File: config.mk
export PLATFORM = sky130hd
export DESIGN_NAME = json_string_unescaper
export DESIGN_NICKNAME = d
export VERILOG_FILES = /design/src/design/jsu_pkg.sv /design/src/design/jsu_decode.sv /design/src/design/jsu_out.sv /design/src/design/json_string_unescaper.sv
export SDC_FILE = /design/constraint.sdc
export NUM_CORES = 1
export LEC_CHECK = 0
export BUFFER_PORTS_ARGS = -buffer_cell sky130_fd_sc_hd__buf_4
export CORE_MARGIN = 2
export CORE_UTILIZATION = 55
export CTS_BUF_LIST = sky130_fd_sc_hd__clkbuf_16
export CTS_CLUSTER_DIAMETER = 200
export DETAILED_ROUTE_END_ITERATION = 16
export HOLD_SLACK_MARGIN = 0.05
export PLACE_DENSITY = 0.78
export SLEW_MARGIN = 20
export SYNTH_ARGS = -nofsm -noshare
export SYNTH_HDL_FRONTEND = slang
export SYNTH_SLANG_ARGS = --single-unit
File: constraint.sdc
create_clock -name clock -period 4.1 [get_ports clock]
set_input_delay 0.205 -clock clock [delete_from_list [all_inputs] [get_ports clock]]
set_output_delay 0.205 -clock clock [all_outputs]
set_load 0.02 [all_outputs]
File: src/design/jsu_pkg.sv
package jsu_pkg;

   // status codes carried with every result word
   localparam logic [2:0] ST_RUNNING      = 3'd0;
   localparam logic [2:0] ST_CLOSED       = 3'd1;
   localparam logic [2:0] ST_CONTROL      = 3'd2;
   localparam logic [2:0] ST_BAD_ESCAPE   = 3'd3;
   localparam logic [2:0] ST_BAD_HEX      = 3'd4;
   localparam logic [2:0] ST_BAD_SURR     = 3'd5;
   localparam logic [2:0] ST_UNTERMINATED = 3'd6;
   localparam logic [2:0] ST_IDLE         = 3'd7;

   // ascii bytes of interest
   localparam logic [7:0] CH_QUOTE     = 8'h22;
   localparam logic [7:0] CH_BACKSLASH = 8'h5c;
   localparam logic [7:0] CH_SLASH     = 8'h2f;
   localparam logic [7:0] CH_B         = 8'h62;
   localparam logic [7:0] CH_F         = 8'h66;
   localparam logic [7:0] CH_N         = 8'h6e;
   localparam logic [7:0] CH_R         = 8'h72;
   localparam logic [7:0] CH_T         = 8'h74;
   localparam logic [7:0] CH_U         = 8'h75;
   localparam logic [7:0] CH_SPACE     = 8'h20;

   // up to four decoded bytes from one input word
   typedef struct packed {
      logic [3:0][7:0] data;
      logic [1:0]      last_idx;
   } utf8_type;

   // everything one input word produces, handed to the output stage
   typedef struct packed {
      logic [3:0][7:0] data;
      logic [1:0]      last_idx;
      logic            byte_valid;
      logic [2:0]      status;
   } bundle_type;

   // hex digit value, top bit set when the byte is a hex digit
   function automatic logic [4:0] hex_of(input logic [7:0] b);
      logic [4:0] r;
      r = '0;
      if (b >= 8'h30 && b <= 8'h39) begin
         r = {1'b1, 4'(b - 8'h30)};
      end else if (b >= 8'h61 && b <= 8'h66) begin
         r = {1'b1, 4'(b - 8'h57)};
      end else if (b >= 8'h41 && b <= 8'h46) begin
         r = {1'b1, 4'(b - 8'h37)};
      end
      return r;
   endfunction

   // utf-8 encoding of a code point up to 21 bits
   function automatic utf8_type utf8_encode(input logic [20:0] cp);
      utf8_type r;
      r = '0;
      if (cp <= 21'h7f) begin
         r.data[0]  = cp[7:0];
         r.last_idx = 2'd0;
      end else if (cp <= 21'h7ff) begin
         r.data[0]  = {3'b110, cp[10:6]};
         r.data[1]  = {2'b10, cp[5:0]};
         r.last_idx = 2'd1;
      end else if (cp <= 21'hffff) begin
         r.data[0]  = {4'b1110, cp[15:12]};
         r.data[1]  = {2'b10, cp[11:6]};
         r.data[2]  = {2'b10, cp[5:0]};
         r.last_idx = 2'd2;
      end else begin
         r.data[0]  = {5'b11110, cp[20:18]};
         r.data[1]  = {2'b10, cp[17:12]};
         r.data[2]  = {2'b10, cp[11:6]};
         r.data[3]  = {2'b10, cp[5:0]};
         r.last_idx = 2'd3;
      end
      return r;
   endfunction

endpackage

File: src/design/jsu_decode.sv
module jsu_decode (
   input  logic                clock,
   input  logic                reset,
   input  logic                load,
   input  logic [7:0]          data_byte,
   input  logic                start_string,
   input  logic                end_of_input,
   output jsu_pkg::bundle_type bundle
);

   localparam logic [2:0] MODE_IDLE   = 3'd0;
   localparam logic [2:0] MODE_BODY   = 3'd1;
   localparam logic [2:0] MODE_ESC    = 3'd2;
   localparam logic [2:0] MODE_HEX1   = 3'd3;
   localparam logic [2:0] MODE_EXP_BS = 3'd4;
   localparam logic [2:0] MODE_EXP_U  = 3'd5;
   localparam logic [2:0] MODE_HEX2   = 3'd6;

   logic [2:0]  mode_ff, mode_in;
   logic [15:0] hex_ff, hex_in;
   logic [1:0]  count_ff, count_in;
   logic [9:0]  surr_ff, surr_in;

   logic [4:0]        hex_digit;
   logic [15:0]       hex_next;
   logic              emit_byte;
   logic              emit_cp;
   logic [7:0]        single;
   logic [20:0]       cp;
   logic [2:0]        status;
   jsu_pkg::utf8_type enc;

   assign hex_digit = jsu_pkg::hex_of(data_byte);
   assign hex_next  = {hex_ff[11:0], hex_digit[3:0]};

   // next decode state and what this word gives out
   always_comb begin
      mode_in   = mode_ff;
      hex_in    = hex_ff;
      count_in  = count_ff;
      surr_in   = surr_ff;
      emit_byte = 1'b0;
      emit_cp   = 1'b0;
      single    = data_byte;
      cp        = {5'd0, hex_next};
      status    = jsu_pkg::ST_RUNNING;

      if (start_string) begin
         hex_in   = '0;
         count_in = '0;
         surr_in  = '0;
         if (data_byte == jsu_pkg::CH_QUOTE) begin
            mode_in = MODE_BODY;
         end else begin
            mode_in = MODE_IDLE;
            status  = jsu_pkg::ST_IDLE;
         end
      end else begin
         unique case (mode_ff) inside
            MODE_BODY: begin
               if (data_byte == jsu_pkg::CH_QUOTE) begin
                  mode_in = MODE_IDLE;
                  status  = jsu_pkg::ST_CLOSED;
               end else if (data_byte < jsu_pkg::CH_SPACE) begin
                  mode_in = MODE_IDLE;
                  status  = jsu_pkg::ST_CONTROL;
               end else if (data_byte == jsu_pkg::CH_BACKSLASH) begin
                  mode_in = MODE_ESC;
               end else begin
                  emit_byte = 1'b1;
               end
            end
            MODE_ESC: begin
               mode_in = MODE_BODY;
               case (data_byte) inside
                  jsu_pkg::CH_QUOTE, jsu_pkg::CH_BACKSLASH, jsu_pkg::CH_SLASH: begin
                     emit_byte = 1'b1;
                  end
                  jsu_pkg::CH_B: begin
                     emit_byte = 1'b1;
                     single    = 8'h08;
                  end
                  jsu_pkg::CH_F: begin
                     emit_byte = 1'b1;
                     single    = 8'h0c;
                  end
                  jsu_pkg::CH_N: begin
                     emit_byte = 1'b1;
                     single    = 8'h0a;
                  end
                  jsu_pkg::CH_R: begin
                     emit_byte = 1'b1;
                     single    = 8'h0d;
                  end
                  jsu_pkg::CH_T: begin
                     emit_byte = 1'b1;
                     single    = 8'h09;
                  end
                  jsu_pkg::CH_U: begin
                     mode_in  = MODE_HEX1;
                     hex_in   = '0;
                     count_in = '0;
                  end
                  default: begin
                     mode_in = MODE_IDLE;
                     status  = jsu_pkg::ST_BAD_ESCAPE;
                  end
               endcase
            end
            MODE_HEX1, MODE_HEX2: begin
               if (!hex_digit[4]) begin
                  mode_in = MODE_IDLE;
                  status  = jsu_pkg::ST_BAD_HEX;
               end else if (count_ff != 2'd3) begin
                  hex_in   = hex_next;
                  count_in = count_ff + 2'd1;
               end else begin
                  count_in = '0;
                  hex_in   = '0;
                  if (mode_ff == MODE_HEX1) begin
                     if (hex_next[15:10] == 6'b110110) begin
                        // high surrogate, wait for its partner
                        surr_in = hex_next[9:0];
                        mode_in = MODE_EXP_BS;
                     end else if (hex_next[15:10] == 6'b110111) begin
                        mode_in = MODE_IDLE;
                        status  = jsu_pkg::ST_BAD_SURR;
                     end else begin
                        emit_cp = 1'b1;
                        mode_in = MODE_BODY;
                     end
                  end else begin
                     if (hex_next[15:10] == 6'b110111) begin
                        // combine the pair into one code point
                        cp      = 21'h10000 + {1'b0, surr_ff, hex_next[9:0]};
                        emit_cp = 1'b1;
                        surr_in = '0;
                        mode_in = MODE_BODY;
                     end else begin
                        mode_in = MODE_IDLE;
                        status  = jsu_pkg::ST_BAD_SURR;
                     end
                  end
               end
            end
            MODE_EXP_BS: begin
               if (data_byte == jsu_pkg::CH_BACKSLASH) begin
                  mode_in = MODE_EXP_U;
               end else begin
                  mode_in = MODE_IDLE;
                  status  = jsu_pkg::ST_BAD_SURR;
               end
            end
            MODE_EXP_U: begin
               if (data_byte == jsu_pkg::CH_U) begin
                  mode_in  = MODE_HEX2;
                  hex_in   = '0;
                  count_in = '0;
               end else begin
                  mode_in = MODE_IDLE;
                  status  = jsu_pkg::ST_BAD_SURR;
               end
            end
            default: begin
               mode_in = MODE_IDLE;
               status  = jsu_pkg::ST_IDLE;
            end
         endcase
         if (mode_in == MODE_IDLE) begin
            hex_in   = '0;
            count_in = '0;
            surr_in  = '0;
         end
      end

      // input ends with a literal still open
      if (end_of_input && mode_in != MODE_IDLE) begin
         mode_in  = MODE_IDLE;
         hex_in   = '0;
         count_in = '0;
         surr_in  = '0;
         status   = jsu_pkg::ST_UNTERMINATED;
      end
   end

   assign enc = jsu_pkg::utf8_encode(cp);

   // result bundle for the output stage
   always_comb begin
      bundle            = '0;
      bundle.status     = status;
      bundle.byte_valid = emit_byte | emit_cp;
      if (emit_cp) begin
         bundle.data     = enc.data;
         bundle.last_idx = enc.last_idx;
      end else if (emit_byte) begin
         bundle.data[0] = single;
      end
   end

   // decode state
   always_ff @(posedge clock) begin
      if (reset) begin
         mode_ff  <= MODE_IDLE;
         hex_ff   <= '0;
         count_ff <= '0;
         surr_ff  <= '0;
      end else if (load) begin
         mode_ff  <= mode_in;
         hex_ff   <= hex_in;
         count_ff <= count_in;
         surr_ff  <= surr_in;
      end
   end

endmodule

File: src/design/jsu_out.sv
module jsu_out (
   input  logic                clock,
   input  logic                reset,
   input  logic                load,
   input  jsu_pkg::bundle_type bundle,
   output logic                free,
   output logic                rsp_tvalid,
   input  logic                rsp_tready,
   output logic [15:0]         rsp_tdata,
   output logic                rsp_tlast,
   output logic                rsp_tuser
);

   logic                valid_ff;
   jsu_pkg::bundle_type held_ff;
   logic [1:0]          idx_ff;
   logic                take;
   logic                last;

   assign last = (idx_ff == held_ff.last_idx);
   assign take = valid_ff & rsp_tready;
   assign free = ~valid_ff | (take & last);

   assign rsp_tvalid = valid_ff;
   assign rsp_tdata  = {5'd0, held_ff.status, held_ff.data[idx_ff]};
   assign rsp_tlast  = last;
   assign rsp_tuser  = held_ff.byte_valid;

   // control: bundle held and word index within it
   always_ff @(posedge clock) begin
      if (reset) begin
         valid_ff <= 1'b0;
         idx_ff   <= '0;
      end else if (load) begin
         valid_ff <= 1'b1;
         idx_ff   <= '0;
      end else if (take) begin
         if (last) begin
            valid_ff <= 1'b0;
         end else begin
            idx_ff <= idx_ff + 2'd1;
         end
      end
   end

   // payload
   always_ff @(posedge clock) begin
      if (load) begin
         held_ff <= bundle;
      end
   end

endmodule

File: src/design/json_string_unescaper.sv
// JSON string literal decoder: feed the raw text one byte per word, with
// req_tuser set on the opening quote of each literal and req_tlast on the
// final byte of the input; the block returns the decoded UTF-8 bytes, each
// word carrying the status after that input byte in rsp_tdata[10:8] and
// rsp_tlast marking the last result of an input byte. An input byte that
// gives no decoded byte still returns one word with rsp_tuser low. Input
// bytes giving at most one result are taken one per cycle while rsp_tready is
// high; the single result register hands out the up to four UTF-8 bytes of a
// completed \u escape in turn and takes no new input byte until the last is out.
module json_string_unescaper (
   input  logic        clock,
   input  logic        reset,
   input  logic        req_tvalid,
   output logic        req_tready,
   input  logic [7:0]  req_tdata,   // [7:0] data_byte
   input  logic        req_tlast,   // end_of_input
   input  logic        req_tuser,   // start_string
   output logic        rsp_tvalid,
   input  logic        rsp_tready,
   output logic [15:0] rsp_tdata,   // [7:0] out_byte, [10:8] status, rest zero
   output logic        rsp_tlast,   // run_last
   output logic        rsp_tuser    // byte_valid
);

   logic                load;
   logic                free;
   jsu_pkg::bundle_type bundle;

   assign req_tready = free;
   assign load       = req_tvalid & free;

   // byte decoder and escape state
   jsu_decode u_decode (
      .clock        (clock),
      .reset        (reset),
      .load         (load),
      .data_byte    (req_tdata),
      .start_string (req_tuser),
      .end_of_input (req_tlast),
      .bundle       (bundle)
   );

   // result register and byte sequencer
   jsu_out u_out (
      .clock      (clock),
      .reset      (reset),
      .load       (load),
      .bundle     (bundle),
      .free       (free),
      .rsp_tvalid (rsp_tvalid),
      .rsp_tready (rsp_tready),
      .rsp_tdata  (rsp_tdata),
      .rsp_tlast  (rsp_tlast),
      .rsp_tuser  (rsp_tuser)
   );

endmodule

== Word level (Yosys, flattened, before mapping) ==
Cells that the tools add are included.
Cells by class
  eq/ne operators: 28
  mux-type cells: 125
  reduce and logical (&&, ||, !) cells: 22
  $lt $le $gt $ge: 11
  $add $sub $neg: 6
  bitwise operators: 8
Operator list (count)
  $mux W16: 12
  $mux W21: 6
  $mux W3: 35
  $mux W10: 10
  $mux W8: 12
  $eq A8 B7 Y1 const B: 7
  $pmux W16 S3: 1
  $ne A5 B5 Y1 const B: 7
  $mux W2: 15
  $pmux W3 S5: 2
  $mux W1: 24
  $mux W24: 1
  $add A17 B20 Y21 const A: 1
  $le A21 B11 Y1 const B: 1
  $le A21 B16 Y1 const B: 1
  $le A21 B7 Y1 const B: 1
  $mux W18: 1
  $bmux W8 S2: 1
  $eq A8 B6 Y1 const B: 2
  $ge A8 B7 Y1 const B: 2
  $le A8 B7 Y1 const B: 2
  $mux W5: 3
  $eq A6 B6 Y1 const B: 2
  $eq A3 B3 Y1 const B: 3
  31 further kinds: 48
Storage, ports and cells
  flip-flop bits (word level): 72
  output and inout port bits: 20
  bits of input ports: 14

== Longest topological paths before layout ==
Gate-level depths: netlist of run 1.
  depth after elaboration: 17
  depth in mapped cells: 11
  depth with buffers taken out: 9

== Cells and area by module ==
Synthesis of run 1 repeated with hierarchy kept, for this count alone.
Second synthesis, totals
  cell total of the unflattened synthesis: 457
  area total of the unflattened synthesis: 4459.3 um^2
By module, submodules not included
  jsu_decode: area each 2839.0 um^2, seq. area each 540.5 um^2, cells an instance 377, instances 1
  jsu_out: area each 1614.0 um^2, seq. area each 1201.2 um^2, cells an instance 79, instances 1
  json_string_unescaper: area each 6.3 um^2, seq. area each 0.0 um^2, cells an instance 1, instances 1

== Worst setup path before layout of run 1 ==
Ideal clock, no wire load.
  kind: register to register
  start: register u_decode.surr_ff[6]
  end: register u_out.held_ff[9] (netlist bit) (data pin)
  period minus slack after synthesis: 2.987 ns
  setup slack: 1.113 ns
  data arrival time: 2.725 ns
  buffers on the path: 0
  stages on the path, launching flop included: 9
  path through: dfxtp_1 > ha_1 > or2_2 > a2111oi_0 > and3_1 > a22o_1 > and2_1 > a221oi_1 > or2_2
RTL lines
  start: declaration: RTL line jsu_decode.sv:22  | logic [9:0] surr_ff, surr_in;
  start signal: assignment: RTL line jsu_decode.sv:212  | surr_ff <= surr_in;
  end signal: assignment: RTL line jsu_out.sv:49  | held_ff <= bundle;
  end: declaration: RTL line jsu_out.sv:15  | jsu_pkg::bundle_type held_ff;

== Worst setup path after layout of run 1 ==
  start: register u_decode.mode_ff[0]
  end: register u_out.held_ff[15] (netlist bit) (data pin)
Between the ends
  cells in the longest elaborated chain, start to end: 9
  elaborated cells between the ends (all ways): 20
  those cells by class: 3 x order compare; 2 x eq/ne; 12 x mux; 1 x bitwise; 2 x reduce/logical
RTL lines
  start: declaration: RTL line jsu_decode.sv:19  | logic [2:0] mode_ff, mode_in;
  start signal: assignment: RTL line jsu_decode.sv:209  | mode_ff <= mode_in;
  $eq A3 B2 Y1: RTL line jsu_decode.sv:120  | if (mode_ff == MODE_HEX1) begin
  $mux W21: RTL line jsu_decode.sv:120
  $mux W21: RTL line jsu_decode.sv:114  | end else if (count_ff != 2'd3) begin
  $mux W21: RTL line jsu_decode.sv:111  | if (!hex_digit[4]) begin
  $mux W21: RTL line jsu_decode.sv:59  | unique case (mode_ff) inside
  $mux W21: RTL line jsu_decode.sv:48  | if (start_string) begin
  $le A21 B16 Y1: RTL line jsu_pkg.sv:64  | end else if (cp <= 21'hffff) begin
  $mux W24: RTL line jsu_pkg.sv:64
  $mux W18: RTL line jsu_pkg.sv:60  | end else if (cp <= 21'h7ff) begin
Several ways; a longest one is shown, not always the timed one.
A chain may end at the register's enable or synchronous reset.

==> key figures, run 1 <==
Yosys
  • Synth async-reset ratio: 0%
  • Ys Warns: 0
  • Synthesized area per cell: 9.25 um^2
  • Unique masters post-synth: 76
  • Cell Area, Synth: 4390 um^2
  • Most used DFF post-synth: edfxtp_1
  • #FFs+latches synth: 64
  • Synth Instances: 475
  • Sequential area share after synthesis: 36.9%
  • Post-synth EDFFs: 34

Floorplan
  • DIE WIDTH: 93.4 um
  • Die area: 8720 um^2
  • Row count: 32
  • Initial Utilization: 56.8%
  • Die outline height: 93.4 um
  • Area of the core: 7730 um^2
  • Top-Level Pins: 34

Finish
  • Final antenna diode count: 0
  • Layout cells sized above 1: 17.3%
  • Nets@finish: 507
  • Layout fillers: 639
  • Layout Cells excl Fill: 594
  • Multi-input gate area: 2520 um^2
  • Syn-to-layout area delta: 12.5%
  • Storage element area: 1620 um^2
  • Fin area: 4940 um^2

STA
  • Max Clk Rate: 281 MHz
  • Worst-Margin Slew: 1.00 ns
  • Worst Skew: 0.00696 ns
  • Slew Limit Fails: 0
  • Final Hold Viols: 0
  • Final setup violation count: 0
  • Period utilization: 86.7%
  • Worst slew margin: 32.5%
  • Final TNS setup: 0 ns
  • Min Clock Period, post-route: 3.55 ns
  • RSZ-0062 raised after global routing: no

Critical path
  • Reg2Reg Depth: 7
  • CP required: 4.16 ns
  • R2R Path End: u_out.held_ff[15]$_SDFFCE_PP0P_
  • Reg2Reg Launch Point: u_decode.mode_ff[0]$_SDFFE_PP0P_
  • R2r setup slk: 0.55 ns
  • Setup crit start kind: flip-flop
  • Crit path capture type: flip-flop
  • Crit path kind: reg2reg
  • CP arrival: 3.62 ns
  • Worst-path maximum fanout: 17

Power and ir drop
  • Psw: 0.392 mW
  • Register share of total power: 41.6%
  • Switching Fraction: 23.3%
  • Power Total: 1.68 mW
  • P per Cell Area: 341 nW/um^2
  • Combinational share of power: 9.1%
  • Worst IR Drop VDD: 0.000187 V
  • Clk pwr share: 49.3%
  • Leak: 1.83 nW
  • Internal: 1.29 mW

Detailed routing
  • Routed Antenna Nets: 0
  • Total number of vias: 3765
  • Pre-antenna DRT Iters: 5
  • DR iter-0 viols: 326
  • Via density: 6.34
  • Drt total wl: 10900 um
  • Post-DR wirelength/cell: 18.4 um
  • Remaining DRCs: 0

Placed design
  • # port buffers: 28
  • RD Place Congestion: 0.964
  • Dpl cells: 578
  • Post-Place Cell Area: 4610 um^2
  • Final HPWL DP: 7880 um

GRT
  • Gr usage total: 26.0%
  • Vias in the first global route: 3537
  • First-pass GRT wire length: 17700 um
  • Grt ovf: 0
  • Initial antenna violation count: 0
  • Largest net degree at the start of global routing: 38

Job
  • Maxcap violations: 0

Clock network
  • CTS Sinks: 64
  • CTS Buf Count: 9
  • CTS Root Cell: clkbuf_16
  • Worst skew pair latency: 0.33 ns
  • CTS tree: yes
  • CTS max path bufs: 2
  • Post-CTS Hold Fix Bufs: 0
  • Clk pin slew, worst setup/hold paths: 0.06 ns
  • Htree depth: 3
  • CTS resizes: 0
  • Post-CTS setup buffers: 0

Worst hold path
  • HP Start: req_tvalid
  • Worst Hold Depth: 3
  • WHS Endpoint: u_out.rsp_tvalid$_SDFFE_PP0P_
  • Worst min path class: in2reg

Status
  • Status: finished clean
## how the worst max path moves through the flow
| stage | start | endpoint | slack [ns] | depth (start not counted) |
|---|---|---|---|---|
| after detailed placement | req_tdata[0] | u_out.held_ff[4]$_SDFFCE_PP0P_ | 0.58 | 10 |
| after floorplan | u_decode.surr_ff[6]$_SDFFE_PP0P_ | u_out.held_ff[9]$_DFFE_PP_ | 1.11 | 8 |
| after global placement | req_tdata[0] | u_out.held_ff[4]$_SDFFCE_PP0P_ | 0.59 | 10 |
| after CTS | u_decode.mode_ff[0]$_SDFFE_PP0P_ | u_out.held_ff[4]$_SDFFCE_PP0P_ | 0.64 | 7 |
| final | u_decode.mode_ff[0]$_SDFFE_PP0P_ | u_out.held_ff[15]$_SDFFCE_PP0P_ | 0.55 | 7 |
| after global routing | u_decode.mode_ff[0]$_SDFFE_PP0P_ | u_out.held_ff[15]$_SDFFCE_PP0P_ | 0.26 | 7 |
## cells in the final DEF, fill, tap and decap left out, drive strengths merged, types with 8 or more instances in the layout
master / synthesis / routed
nand2: 33 / 33
nor3: 10 / 10
nand2b: 27 / 27
edfxtp: 34 / 34
and4b: 8 / 8
inv: 17 / 20
clkbuf: 20 / 9
buf: 20 / 37
nor2: 39 / 39
mux2i: 22 / 22
o21ai: 19 / 19
dfxtp: 30 / 30
mux2: 9 / 9
a211oi: 13 / 13
nand3: 22 / 22
nor2b: 8 / 8
a21oi: 24 / 24
## metrics by stage
stage / worst slack [ns] / util, % / hold WS [ns]
2_1_floorplan: 1.11 / - / 0.355
3_3_place_gp: 0.586 / 59.7 / 0.464
6_report: 0.546 / 64.0 / 0.158
3_5_place_dp: 0.585 / 59.7 / 0.490
4_1_cts: 0.645 / 64.0 / 0.155
5_1_grt: 0.259 / 64.0 / 0.169
## worst max-delay path, cell delays in order (launching register included)
cell	delay [ns]
dfxtp_1	0.66
xor2_1	0.30
and2_1	0.54
o2111ai_1	0.41
a211oi_1	0.75
nand2_1	0.20
nand2_1	0.31
a211oi_1	0.11
## layer usage
metal	up-vias	track usage, %	share of wire [%]
li1	1799	-	-
met1	1778	35.5	43
met2	167	43.2	48
met3	21	3.14	6.8
met4	0	8.58	1.7
met5	-	0	0
## area by class of cell
type                    instances  share of cell area [%]
clock buffers                   9                    4.56
clock inverters                 7                    2.08
inverters                      17                    1.29
multi-input cells             358                    51.1
flip-flops and latches         64                    32.8
well taps                     102                    2.58
repair buffers                 37                    5.62
## sequential cells by signal, indices dropped and copies added (netlist names)
name	count
u_decode.mode_ff	3
u_decode.surr_ff	10
u_decode.count_ff	2
u_out.rsp_tuser	1
u_decode.hex_ff	12
u_out.rsp_tdata	3
u_out.rsp_tvalid	1
u_out.held_ff	30
u_out.idx_ff	2
## cells by family after synthesis
group	after synthesis	synth area share (%)
DFF	64	36.9
muxes	38	10.9
other	1	0.0854
and+or+nand+nor	189	24.1
adders and majority gates	7	1.94
buffers and inverters	57	6.07
xor gates and xnor gates	7	1.40
AOI/OAI and AO/OA	112	18.6
## power by group through the flow
stage,registers [mW],logic (mW),clock network (mW)
CTS,0.701,0.152,0.833
finish,0.701,0.153,0.829
floorplan,0.713,0.108,0
global route,0.702,0.165,0.854
global placement,0.713,0.149,0
detailed placement,0.714,0.152,0
## Yosys cell counts, types with 9 or more instances
cell type | n | share of area (%)
a211oi_1 | 12 | 2.1
a21oi_1 | 23 | 2.6
buf_4 | 9 | 1.5
clkbuf_1 | 19 | 1.6
dfxtp_1 | 30 | 14
edfxtp_1 | 34 | 23
inv_1 | 17 | 1.5
mux2i_1 | 22 | 5.0
nand2_1 | 33 | 2.8
nand2b_1 | 27 | 3.8
nand3_1 | 22 | 2.5
nor2_1 | 39 | 3.3
nor3_1 | 9 | 1.0
o21ai_0 | 19 | 2.2
Power figures use the tool's default switching activity.
==> run 2, diff against run 1 <==
--- a/config.mk
+++ b/config.mk
@@ -5,14 +5,17 @@
 export SDC_FILE = /design/constraint.sdc
 export NUM_CORES = 1
 export LEC_CHECK = 0
+export ABC_AREA = 1
 export BUFFER_PORTS_ARGS = -buffer_cell sky130_fd_sc_hd__buf_4
+export CELL_PAD_IN_SITES_DETAIL_PLACEMENT = 2
+export CELL_PAD_IN_SITES_GLOBAL_PLACEMENT = 2
 export CORE_MARGIN = 2
-export CORE_UTILIZATION = 55
+export CORE_UTILIZATION = 34
 export CTS_BUF_LIST = sky130_fd_sc_hd__clkbuf_16
 export CTS_CLUSTER_DIAMETER = 200
 export DETAILED_ROUTE_END_ITERATION = 16
 export HOLD_SLACK_MARGIN = 0.05
-export PLACE_DENSITY = 0.78
+export PLACE_DENSITY = 0.84
 export SLEW_MARGIN = 20
 export SYNTH_ARGS = -nofsm -noshare
 export SYNTH_HDL_FRONTEND = slang
==> key figures, run 2 <==
Status
  • Status: finished clean

Worst hold path
  • Worst min path class: in2reg
  • Worst Hold Depth: 2

Finish
  • Largest registers: u_out.held_ff x30, u_decode.hex_ff x12, u_decode.surr_ff x10
  • Nets@finish: 711
  • Fin util: 38.9%
  • Commonest non-fill, non-tap cells in the layout: nand2_1, nor2_1, inv_1, nand3_1, o21ai_0
  • Layout cells sized above 1: 12.8%
  • Final antenna diode count: 0
  • Largest register FFs: 30
  • Most common cell after layout, fill and taps aside: nand2_1
  • Syn-to-layout area delta: 12.2%
  • Top reg by flops: u_out.held_ff

Critical path
  • Setup crit start kind: flip-flop
  • R2r setup slk: 0.34 ns
  • Worst-path maximum fanout: 20
  • CP required: 4.38 ns
  • CP arrival: 4.04 ns
  • Crit path capture type: flip-flop
  • Crit path kind: reg2reg
  • Reg2Reg Depth: 14

Yosys
  • Ys Warns: 0
  • Post-synth EDFFs: 34
  • Top post-synthesis cells by area: edfxtp_1, dfxtp_1, nand2_1, nor2_1, inv_1
  • Unique masters post-synth: 47
  • Cell taking the most area after synthesis: edfxtp_1
  • Synthesized area per cell: 6.76 um^2
  • Most used DFF post-synth: edfxtp_1
  • Cell Area, Synth: 4580 um^2
  • Synth Instances: 678
  • Share of the synthesized area in the top cell type: 22.3%
  • #FFs+latches synth: 64
  • Sequential area share after synthesis: 35.4%
  • Top-count cell post-synth: nand2_1
  • Synth async-reset ratio: 0%
  • Synth top cells by count: nand2_1, nor2_1, inv_1

GRT
  • Grt ovf: 0
  • First-pass GRT wire length: 27900 um
  • Vias in the first global route: 5065
  • Gr usage total: 24.9%
  • Initial antenna violation count: 0
  • Largest net degree at the start of global routing: 32

STA
  • Min Clock Period, post-route: 3.76 ns
  • Worst-Margin Slew: 0.807 ns
  • RSZ-0062 raised after global routing: no
  • Period utilization: 91.8%
  • Slew Limit Fails: 0
  • Hold Slack: 0.106 ns
  • Worst Skew: 0.00662 ns
  • Final TNS setup: 0 ns
  • Final Hold Viols: 0
  • Final setup violation count: 0
  • Worst slew margin: 46.0%
  • Max Clk Rate: 266 MHz

Detailed routing
  • Post-DR wirelength/cell: 19.6 um
  • Drt total wl: 17100 um
  • Via density: 5.35
  • Total number of vias: 4665
  • Pre-antenna DRT Iters: 4
  • Metal3 WL: 570 um
  • Routed met2 length: 8490 um
  • M1 wire length: 7710 um
  • DR iter-0 viols: 225
  • Highest metal layer with signal wires: met4
  • Routed Antenna Nets: 0
  • Remaining DRCs: 0

Floorplan
  • Initial Utilization: 34.7%
  • Die area: 14400 um^2
  • Top-Level Pins: 34
  • DIE WIDTH: 120 um
  • Die outline height: 120 um
  • Area of the core: 13200 um^2
  • Row count: 42

Power and ir drop
  • Leak: 2.18 nW
  • P per Cell Area: 350 nW/um^2
  • Worst IR Drop VDD: 0.000249 V
  • Power Total: 1.80 mW

Clock network
  • CTS Sinks: 64
  • CTS Buf Count: 9
  • CTS max path bufs: 2
  • Post-CTS Hold Fix Bufs: 1
  • Post-CTS setup buffers: 0
  • Clk pin slew, worst setup/hold paths: 0.06 ns
  • CTS tree: yes
  • Worst skew pair latency: 0.35 ns
  • CTS Root Cell: clkbuf_16
  • CTS resizes: 0
  • Htree depth: 3

Placed design
  • # port buffers: 28
  • Final HPWL DP: 13100 um
  • RD Place Congestion: 0.922

Job
  • Maxcap violations: 0
## run 2: changes by cell type in the layout (fill, tap and decap cells not counted), moves of 9 or more
| cell | before | now |
|---|---|---|
| mux2i_1 | 22 | 0 |
| a21oi_1 | 22 | 33 |
| a211oi_1 | 12 | 0 |
| nand3_1 | 22 | 45 |
| o21ai_1 | 0 | 11 |
| inv_1 | 17 | 73 |
| nand2_2 | 0 | 10 |
| inv_2 | 0 | 9 |
| nand2b_1 | 27 | 0 |
| o21ai_0 | 19 | 35 |
| nor2_1 | 39 | 101 |
| nand2_1 | 33 | 158 |
| nand4_1 | 2 | 26 |
## run 2: cell type report
| class | count | area [um^2] |
|---|---|---|
| Clock buffer | 9 | 225 |
| Clock inverter | 7 | 65.1 |
| Sequential cell | 64 | 1620 |
| Inverter | 84 | 323 |
| Tap cell | 176 | 220 |
| Multi-Input combinational cell | 502 | 2450 |
| Timing Repair Buffer | 30 | 228 |
| Fill cell | 1622 | 8050 |
## run 2: worst paths after layout
path,to,startpoint
hold / removal,u_decode.mode_ff[0]$_SDFFE_PP0P_,req_tlast
hold reg to reg,u_decode.surr_ff[3]$_SDFFE_PP0P_,u_decode.surr_ff[3]$_SDFFE_PP0P_
setup reg to reg,u_decode.surr_ff[0]$_SDFFE_PP0P_,u_decode.count_ff[0]$_SDFFE_PP0P_
setup / recovery,u_decode.surr_ff[0]$_SDFFE_PP0P_,u_decode.count_ff[0]$_SDFFE_PP0P_
## run 2: critical path, stage by stage (launching register included)
cell     delay, ns
dfxtp_1       0.32
ha_1          0.30
inv_1         0.47
nand2_1       0.19
nand3_1       0.14
a21oi_1       0.05
nand3_1       0.09
nand3_1       0.18
o21ai_0       0.27
nand2_1       0.13
nand2_2       0.28
nand4_1       0.70
nand3_1       0.34
nand2_1       0.09
nor2_1        0.11
## run 2: cells by family after synthesis
family	Yosys count	synth area share, %
AOI/OAI and AO/OA	102	12.4
xor gates and xnor gates	3	0.574
adders and majority gates	6	1.64
buffers and inverters	116	11.3
DFF	64	35.4
other	1	0.0819
and+or+nand+nor	386	38.6
## run 2: power breakdown
group	switching, mW	internal (mW)
combinational	0.204	0.0839
clock	0.303	0.466
sequential	0.0279	0.714
## run 2: layer usage
layer / GRT usage [%] / vias up
met2: 42.5 / 73
met1: 32.0 / 2314
li1: - / 2257
met5: 0 / -
met3: 4.23 / 21
met4: 7.50 / 0
## run 2: metrics by stage
stage,std cells,area [um^2],worst slack [ns]
after global placement,855,4840,0.902
final,872,5140,0.335
after global routing,872,5140,0.00997
after floorplan,682,4600,1.18
after CTS,872,5140,0.357
after detailed placement,855,4840,0.473
==> run 3, diff against run 2 <==
--- a/config.mk
+++ b/config.mk
@@ -16,6 +16,7 @@
 export DETAILED_ROUTE_END_ITERATION = 16
 export HOLD_SLACK_MARGIN = 0.05
 export PLACE_DENSITY = 0.84
+export REMOVE_ABC_BUFFERS = 1
 export SLEW_MARGIN = 20
 export SYNTH_ARGS = -nofsm -noshare
 export SYNTH_HDL_FRONTEND = slang
==> key figures, run 3 (same netlist as run 2, synthesis figures left out) <==
Status
  • Status: finished clean

Clock network
  • Worst skew pair latency: 0.36 ns
  • Post-CTS Hold Fix Bufs: 0
  • Clk pin slew, worst setup/hold paths: 0.06 ns
  • Htree depth: 3
  • CTS Root Cell: clkbuf_16
  • CTS Buf Count: 9
  • CTS max path bufs: 2
  • CTS Sinks: 64
  • CTS resizes: 0
  • Post-CTS setup buffers: 0
  • CTS tree: yes

STA
  • RSZ-0062 raised after global routing: no
  • Final setup violation count: 0
  • Final Hold Viols: 0
  • Max Clk Rate: 277 MHz
  • Worst slew margin: 45.7%
  • Min Clock Period, post-route: 3.61 ns
  • Period utilization: 88.0%
  • Final TNS setup: 0 ns
  • Hold Slack: 0.0628 ns
  • Slew Limit Fails: 0
  • Worst-Margin Slew: 0.813 ns
  • Worst Skew: 0.0106 ns

Critical path
  • CP top delay family: simple AND/OR/NAND/NOR gates
  • Reg2Reg Depth: 14
  • Crit path capture type: flip-flop
  • CP max stage cell: nand4_1
  • Setup crit start kind: flip-flop
  • CP required: 4.39 ns
  • Buf+Inv Stages, Crit Path: 1
  • WP depth: 14
  • Worst-path maximum fanout: 20
  • Most used cell, CP: nand3_1
  • CP arrival: 3.90 ns
  • CP max stage delay: 0.70 ns
  • Worst path cell trace: ha_1 > inv_1 > nand2_1 > nand3_1 > a21oi_1 > nand3_1 > nand3_1 > o21ai_0 > nand2_1 > nand2_2 > nand4_1 > nand3_1 > nand2_1 > nor2_1
  • Crit path kind: reg2reg

Detailed routing
  • Metal3 WL: 693 um
  • Highest metal layer with signal wires: met4
  • Routed Antenna Nets: 0
  • Post-DR wirelength/cell: 19.4 um
  • Via density: 5.33
  • M1 wire length: 7530 um
  • Total number of vias: 4646
  • Drt total wl: 16900 um
  • DR iter-0 viols: 275
  • Remaining DRCs: 0
  • Routed met2 length: 8350 um
  • Pre-antenna DRT Iters: 4

Floorplan
  • Initial Utilization: 34.7%
  • Die area: 14400 um^2
  • Row count: 42
  • DIE WIDTH: 120 um
  • Die outline height: 120 um
  • Area of the core: 13200 um^2
  • Top-Level Pins: 34

Power and ir drop
  • Register share of total power: 42.0%
  • Combinational share of power: 16.0%
  • Power Total: 1.77 mW
  • Switching Fraction: 31.6%
  • P per Cell Area: 346 nW/um^2
  • Worst IR Drop VDD: 0.000173 V
  • Clk pwr share: 42.0%
  • Internal: 1.21 mW
  • Psw: 0.558 mW
  • Leak: 2.16 nW

Placed design
  • RD Place Congestion: 0.915
  • # port buffers: 28
  • Final HPWL DP: 13000 um
  • Dpl cells: 855

GRT
  • Grt ovf: 0
  • Initial antenna violation count: 0
  • Largest net degree at the start of global routing: 32
  • First-pass GRT wire length: 27800 um
  • Gr usage total: 25.2%
  • Vias in the first global route: 5076

Finish
  • Layout cells sized above 1: 12.9%
  • Most common cell after layout, fill and taps aside: nand2_1
  • Commonest non-fill, non-tap cells in the layout: nand2_1, nor2_1, inv_1, nand3_1, o21ai_0
  • Final antenna diode count: 0
  • Nets@finish: 710
  • Layout fillers: 1614
  • Largest register FFs: 30
  • Layout Cells excl Fill: 871
  • Largest registers: u_out.held_ff x30, u_decode.hex_ff x12, u_decode.surr_ff x10
  • Syn-to-layout area delta: 11.7%
  • Top reg by flops: u_out.held_ff

Worst hold path
  • Worst min path class: in2reg
  • Worst Hold Depth: 2

Job
  • Maxcap violations: 0
[run 3: cell types whose count changed in the layout (fill, tap and decap cells not counted)]
cell | before | now
inv_6 | 0 | 2
clkinvlp_4 | 1 | 2
clkinv_2 | 3 | 1
clkinv_4 | 2 | 3
dlygate4sd3_1 | 1 | 0
bufinv_16 | 1 | 0
inv_1 | 73 | 72
[run 3: final cells by class]
cell class | instances | area (um^2) | area share [%]
tap | 176 | 220 | 4.30
timing repair buffer | 29 | 218 | 4.25
inverter | 84 | 323 | 6.31
multi-input combinational | 502 | 2450 | 48.0
sequential | 64 | 1620 | 31.7
clock inverter | 7 | 55.1 | 1.08
clock buffer | 9 | 225 | 4.40
[run 3: power by group through the flow]
stage / combinational [mW] / sequential (mW) / clock, mW
floorplan: 0.176 / 0.748 / 0
global placement: 0.269 / 0.754 / 0
detailed placement: 0.283 / 0.756 / 0
CTS: 0.286 / 0.743 / 0.754
global route: 0.319 / 0.747 / 0.785
finish: 0.284 / 0.743 / 0.742
[run 3: worst register-to-register path: stages (launching register included)]
cell and delay, ns:
dfxtp_1 0.31, ha_1 0.32, inv_1 0.44, nand2_1 0.19, nand3_1 0.14, a21oi_1 0.05
nand3_1 0.09, nand3_1 0.18, o21ai_0 0.21, nand2_1 0.10, nand2_2 0.27, nand4_1 0.71
nand3_1 0.34, nand2_1 0.09, nor2_1 0.10
[run 3: final timing paths]
check | startpoint | to | slack (ns)
worst min-delay path | reset | u_out.rsp_tvalid$_SDFFE_PP0P_ | 0.06
worst max-delay path | u_decode.count_ff[0]$_SDFFE_PP0P_ | u_decode.surr_ff[3]$_SDFFE_PP0P_ | 0.49
worst min register to register | u_decode.surr_ff[4]$_SDFFE_PP0P_ | u_decode.surr_ff[4]$_SDFFE_PP0P_ | 0.52
worst max register to register | u_decode.count_ff[0]$_SDFFE_PP0P_ | u_decode.surr_ff[3]$_SDFFE_PP0P_ | 0.49
[run 3: per-stage QoR]
step / area, um^2 / util (%) / setup WS [ns]
2_1_floorplan: 4400 / - / 1.35
3_3_place_gp: 4840 / 36.7 / 0.869
3_5_place_dp: 4840 / 36.7 / 0.505
4_1_cts: 5120 / 38.8 / 0.479
5_1_grt: 5120 / 38.8 / 0.0954
6_report: 5120 / 38.8 / 0.490
[run 3: layer usage]
layer	global-route usage, %	vias up
met5	0	-
met4	8.75	0
met3	4.85	18
met2	43.0	88
met1	31.7	2285
li1	-	2255
